File: config.mk
export PLATFORM = sky130hd
export DESIGN_NAME = stable_priority_queue_unit
export DESIGN_NICKNAME = d
export VERILOG_FILES = /design/src/rtl/spq_pkg.sv /design/src/rtl/stable_priority_queue_unit.sv /design/src/rtl/spq_cell.sv
export SDC_FILE = /design/constraint.sdc
export NUM_CORES = 1
export LEC_CHECK = 0
export CORE_MARGIN = 4
export CORE_UTILIZATION = 55
export CTS_CLUSTER_DIAMETER = 100
export DETAILED_ROUTE_END_ITERATION = 8
export DONT_BUFFER_PORTS = 1
export GPL_ROUTABILITY_DRIVEN = 1
export GPL_TIMING_DRIVEN = 0
export PLACE_DENSITY = 0.74
export RECOVER_POWER = 50
export SYNTH_ARGS = -nofsm -noshare
export SYNTH_HDL_FRONTEND = slang
export SYNTH_HIERARCHICAL = 1
export SYNTH_SLANG_ARGS = --single-unit
export TNS_END_PERCENT = 1
File: constraint.sdc
create_clock -name i_clk -period 4.05 [get_ports i_clk]
set_clock_uncertainty 0.1 [all_clocks]
set_input_delay 1.0125 -clock i_clk [delete_from_list [all_inputs] [get_ports i_clk]]
set_output_delay 1.0125 -clock i_clk [all_outputs]
set_load 0.05 [all_outputs]
File: src/rtl/spq_pkg.sv
package spq_pkg;

    // Command codes carried on the command field.
    localparam logic CMD_ENQUEUE = 1'b0;
    localparam logic CMD_DEQUEUE = 1'b1;

    // Highest priority value that an enqueue may carry.
    localparam logic [2:0] MAX_PRIORITY = 3'd5;

    // Data word returned whenever no entry is removed.
    localparam logic signed [31:0] NONE_VALUE = -32'sd1;

    // Result status codes.
    typedef enum logic [1:0] {
        ST_OK      = 2'd0,
        ST_EMPTY   = 2'd1,
        ST_FULL    = 2'd2,
        ST_BADPRIO = 2'd3
    } t_status;

    // One queue entry: data word and priority.
    typedef struct packed {
        logic signed [31:0] value;
        logic [2:0]         prio;
    } t_entry;

    // Control broadcast from the top level to every cell.
    typedef struct packed {
        logic   ins;
        logic   del;
        t_entry new_entry;
    } t_cell_ctrl;

endpackage

File: src/rtl/stable_priority_queue_unit.sv
// Channel   | Direction | Handshake           | Payload
// ----------+-----------+---------------------+---------------------------------------
// input     | in        | i_valid / o_stall   | i_command, i_item_value, i_item_priority
// result    | out       | o_valid / i_stall   | o_status, o_out_value, o_fill_level
//
// Each transaction is decoded and applied to the row of cells in the cycle it is
// accepted; its result appears in the output register on the next cycle.
// One transaction per cycle is sustained while the result side keeps up; every
// cell compares and shifts in parallel, so depth does not change the rate.
// o_stall rises only when a result is held and the result side is stalling.
// Reset clears the entry count and the output valid; cell contents are not reset.
module stable_priority_queue_unit #(
    parameter int QUEUE_DEPTH = 16
) (
    input  logic               i_clk,
    input  logic               i_rst_n,
    input  logic               i_valid,
    output logic               o_stall,
    input  logic               i_command,
    input  logic signed [31:0] i_item_value,
    input  logic [2:0]         i_item_priority,
    output logic               o_valid,
    input  logic               i_stall,
    output logic [1:0]         o_status,
    output logic signed [31:0] o_out_value,
    output logic [4:0]         o_fill_level
);
    import spq_pkg::*;

    localparam int CW = $clog2(QUEUE_DEPTH + 1);

    logic [CW-1:0]      r_count;
    logic [CW-1:0]      n_count;
    logic               r_out_valid;
    logic               n_out_valid;
    t_status            r_status;
    t_status            n_status;
    logic signed [31:0] r_out_value;
    logic signed [31:0] n_out_value;
    logic [4:0]         r_fill;
    logic [4:0]         n_fill;

    logic       w_accept;
    logic       w_enq;
    logic       w_bad;
    logic       w_full;
    logic       w_empty;
    t_cell_ctrl w_ctrl;
    t_entry     w_entry [QUEUE_DEPTH];
    logic       w_le    [QUEUE_DEPTH];

    // Transaction decode.
    assign o_stall  = r_out_valid && i_stall;
    assign w_accept = i_valid && !o_stall;
    assign w_enq    = (i_command == CMD_ENQUEUE);
    assign w_bad    = (i_item_priority > MAX_PRIORITY);
    assign w_full   = (r_count == CW'(QUEUE_DEPTH));
    assign w_empty  = (r_count == '0);

    assign w_ctrl.ins             = w_accept && w_enq && !w_bad && !w_full;
    assign w_ctrl.del             = w_accept && !w_enq && !w_empty;
    assign w_ctrl.new_entry.value = i_item_value;
    assign w_ctrl.new_entry.prio  = i_item_priority;

    // Row of cells, each linked to both neighbours.
    for (genvar g = 0; g < QUEUE_DEPTH; g++) begin : g_cell
        logic   w_left_le;
        t_entry w_left_entry;
        t_entry w_right_entry;

        // The first cell has an empty prefix to its left, so it takes the new
        // entry whenever it does not stay put itself.
        if (g == 0) begin : g_first
            assign w_left_le    = 1'b1;
            assign w_left_entry = w_entry[g];
        end else begin : g_mid
            assign w_left_le    = w_le[g-1];
            assign w_left_entry = w_entry[g-1];
        end

        if (g == QUEUE_DEPTH - 1) begin : g_last
            assign w_right_entry = w_entry[g];
        end else begin : g_inner
            assign w_right_entry = w_entry[g+1];
        end

        spq_cell u_cell (
            .i_clk         (i_clk),
            .i_ctrl        (w_ctrl),
            .i_occ         (CW'(g) < r_count),
            .i_left_le     (w_left_le),
            .i_left_entry  (w_left_entry),
            .i_right_entry (w_right_entry),
            .o_entry       (w_entry[g]),
            .o_le          (w_le[g])
        );
    end

    // Result and count update.
    always_comb begin
        n_count     = r_count;
        n_out_valid = r_out_valid && i_stall;
        n_status    = r_status;
        n_out_value = r_out_value;
        n_fill      = r_fill;
        if (w_accept) begin
            n_out_valid = 1'b1;
            n_out_value = NONE_VALUE;
            if (w_enq) begin
                if (w_bad) begin
                    n_status = ST_BADPRIO;
                end else if (w_full) begin
                    n_status = ST_FULL;
                end else begin
                    n_status = ST_OK;
                    n_count  = r_count + CW'(1);
                end
            end else if (w_empty) begin
                n_status = ST_EMPTY;
            end else begin
                n_status    = ST_OK;
                n_out_value = w_entry[0].value;
                n_count     = r_count - CW'(1);
            end
            n_fill = 5'(n_count);
        end
    end

    // Control registers.
    always_ff @(posedge i_clk) begin
        if (!i_rst_n) begin
            r_count     <= '0;
            r_out_valid <= 1'b0;
        end else begin
            r_count     <= n_count;
            r_out_valid <= n_out_valid;
        end
    end

    // Result payload registers.
    always_ff @(posedge i_clk) begin
        r_status    <= n_status;
        r_out_value <= n_out_value;
        r_fill      <= n_fill;
    end

    assign o_valid      = r_out_valid;
    assign o_status     = r_status;
    assign o_out_value  = r_out_value;
    assign o_fill_level = r_fill;

endmodule

File: src/rtl/spq_cell.sv
module spq_cell (
    input  logic                i_clk,
    input  spq_pkg::t_cell_ctrl i_ctrl,
    input  logic                i_occ,
    input  logic                i_left_le,
    input  spq_pkg::t_entry     i_left_entry,
    input  spq_pkg::t_entry     i_right_entry,
    output spq_pkg::t_entry     o_entry,
    output logic                o_le
);
    import spq_pkg::*;

    t_entry r_entry;
    t_entry n_entry;

    // This cell stays put on insertion when it holds an entry that the new one
    // must queue behind. Being a sorted row, these cells form a prefix.
    assign o_le    = i_occ && (r_entry.prio <= i_ctrl.new_entry.prio);
    assign o_entry = r_entry;

    // On insertion the first cell past the prefix takes the new entry and the
    // cells after it take their left neighbour; on removal every cell but the
    // last takes its right neighbour, and the last cell keeps its own entry.
    always_comb begin
        n_entry = r_entry;
        if (i_ctrl.ins) begin
            if (!o_le) begin
                if (i_left_le) begin
                    n_entry = i_ctrl.new_entry;
                end else begin
                    n_entry = i_left_entry;
                end
            end
        end else if (i_ctrl.del) begin
            n_entry = i_right_entry;
        end
    end

    always_ff @(posedge i_clk) begin
        r_entry <= n_entry;
    end

endmodule

==> impl_summary.log <==
INFO  metric run_status = complete, but fails checks
INFO  metric violated_checks = max-capacitance violations, max-slew violations
INFO  metric crit_path_max_fanout = 35
INFO  metric pwr-share-seq = 48.1%
INFO  metric final_hold_viol_count = 0
INFO  metric avgRoutedWirePerCell = just under 20 um
INFO  metric dp.final_hpwl = 58.3 mm
INFO  metric crit_path_max_incr_delay = approximately 590 ps
INFO  metric fp.coreArea = 59000 um2
INFO  metric placed_area = ~34000 um2
INFO  metric maxSlewViolCount = 45
INFO  metric grt_pass1_vias = about 22000
INFO  metric mostFrequentLayoutCells = sky130_fd_sc_hd__edfxtp_1 (599), sky130_fd_sc_hd__a21oi_1 (582), sky130_fd_sc_hd__mux2i_1 (581)
INFO  metric clock.fmax = 264 MHz
INFO  metric fin_nets = between 3000 and 4000
INFO  metric switching_power = approximately 0.0054 W
INFO  metric port-buffer-count = 0
INFO  metric detail-route-antenna-nets = 0
INFO  metric syn_nets = around 3000
INFO  metric cp_slowest_cell = sky130_fd_sc_hd__nor2_2
INFO  metric post-route-cell-area = approximately 36000 um2
INFO  metric grt.total_usage = between 20% and 30%
INFO  metric clock_power_share = between 20 and 30%
INFO  metric row_count = 89
INFO  metric clk_pin_slew = roughly 60 ps
INFO  metric maxCapViolations = 1
INFO  metric first_pass_iters = 5
INFO  metric critPathKind = reg -> reg
INFO  metric power.share.switching = roughly 29%
INFO  metric post_synth.cell_area_avg = 11.5 um2
INFO  metric timing.critical_path.to_type = flop
INFO  metric cellLeakagePower = 12.3 nW
INFO  metric routed_via_density = 5.74
INFO  metric synth_area = 32800 um2
INFO  metric cts_tree = built
INFO  metric post-route-worst-setup-slack = around 260 ps
INFO  metric cts.sink_count = 605
INFO  metric cts.root.buffer_cell = sky130_fd_sc_hd__clkbuf_16
INFO  metric fp.dieH = 252 um
INFO  metric finalCoreUtilization = about 60%
INFO  metric syn_to_final_growth = 9.37%
INFO  metric cp.required = ~4200 ps
INFO  metric yosysWarningCount = 6
INFO  metric data_arrival_time_of_the_critical_path = 3920 ps
INFO  metric power.combinational.fraction = 22.1%
INFO  metric power_per_cell_area = ~520 nW/um2
INFO  metric finalWeightedCongestion = 0.864
INFO  metric initial_utilization = 55.6%
INFO  metric finalSetupViolations = 0
INFO  metric setup.worst_path.start_class = flop
INFO  metric post_cts_resized = 1
INFO  metric post-place-ws = -201 ps
INFO  metric max-slew-margin-rel = -6.82%
INFO  metric die_w = approximately 250 um
INFO  metric timing.reg2reg.setup_slack = approximately 260 ps
INFO  metric cts_htree_levels = 3
INFO  metric pin_count = between 80 and 90
INFO  metric max_slew.worst_pin.slew = 1600 ps
INFO  metric intPower = around 0.013 W
INFO  metric drc_errors = 0
INFO  metric worstHoldPathType = in -> reg
INFO  metric mostFrequentLayoutCell = sky130_fd_sc_hd__edfxtp_1
INFO  metric dieArea = 63700 um2
INFO  metric final_layout_size_suffix_gt1_share = 7.88%
INFO  metric clk_latency = 600 ps
INFO  metric grt_antenna_before_repair = 2
INFO  metric routed-via-count = 21400
INFO  metric grt_max_degree = 45
INFO  metric residual_overflow_from_global_routing = 0
INFO  metric worst_hold_slack = 439 ps
INFO  metric final_critical_period = ~3800 ps
INFO  metric cts_buffers = 67
INFO  metric n_antenna_cell = 0
INFO  metric totalWireLength = between 70 and 80 mm
INFO  metric post_synthesis_instance_total = roughly 2900
INFO  metric fin_crit_share = between 90% and 100%
INFO  metric post-layout-total-power = between 0.015 and 0.02 W
INFO  metric drc_violation_total_after_the_first_tritonroute_iteration = 1567
INFO  metric cts_post_setup_buffers_inserted = 0
INFO  metric grt_first_pass_wirelength = around 120 mm
INFO  metric cp_cell_sequence = clkbuf_1, inv_1, ha_1, nand4bb_1, nand2_1, nor2_2, buf_2, mux2i_1, a31o_4
INFO  metric ctsLongestPathBuffers = 3
INFO  metric power.ir.vdd_worst = around 450 uV
INFO  metric post_cts_hold_buffer_count = 0
sequential cells by signal, summed over array words and instances (netlist names):
register and cells:
g_cell.u_cell/o_entry 560, o_fill_level 5, o_out_value 32, o_status 2, o_valid 1, r_count 5
per-layer routing:
layer	track usage, %	part of all wire, %	wire (um)	vias up
li1	-	-	-	10500
met1	30.9	43	32000	10100
met2	38.0	48	35200	630
met3	3.63	5.4	3970	148
met4	8.21	3.5	2610	0
met5	0	0	0	-
power groups by stage:
| stage | Sequential [W] | Clock (W) | Combinational, W |
|---|---|---|---|
| 2_1_floorplan | 0.00898 | 0 | 0.00322 |
| 3_3_place_gp | 0.00913 | 0 | 0.00387 |
| 3_5_place_dp | 0.00918 | 0 | 0.00410 |
| 4_1_cts | 0.00907 | 0.00573 | 0.00410 |
| 5_1_grt | 0.00917 | 0.00599 | 0.00461 |
| 6_report | 0.00906 | 0.00560 | 0.00417 |
layout make-up:
type / instances / area, um2
buffer: 209 / 1780
clock buffer: 86 / 1790
clock inverter: 21 / 206
fill: 4884 / 23100
inverter: 74 / 278
multi-input combinational: 1963 / 12800
sequential: 605 / 18100
tap: 773 / 967
per-stage QoR:
step	setup TNS [ps]	cells
floorplan	0	2851
global placement	-50140	3624
detailed placement	-83510	3624
CTS	0	3731
global route	-123	3731
finish	0	3731
worst max-delay path: cells and delay by family, from the launching register on:
kind	cells	cell delay (ps)
adders and majority gates	1	270
DFF	1	380
and+or+nand+nor	3	870
AOI/OAI and AO/OA	1	430
muxes	1	330
buffers and inverters	3	1010
worst paths after layout:
check / from / cells after the start / to
worst max-delay path: r_count[1] / 9 / g_cell[15].u_cell/o_entry[27]
worst min-delay path: i_valid / 1 / o_valid
worst max register to register: r_count[1] / 9 / g_cell[15].u_cell/o_entry[27]
worst min register to register: g_cell[11].u_cell/o_entry[26] / 2 / g_cell[10].u_cell/o_entry[26]
No activity file was read; power rests on OpenSTA's default activity.
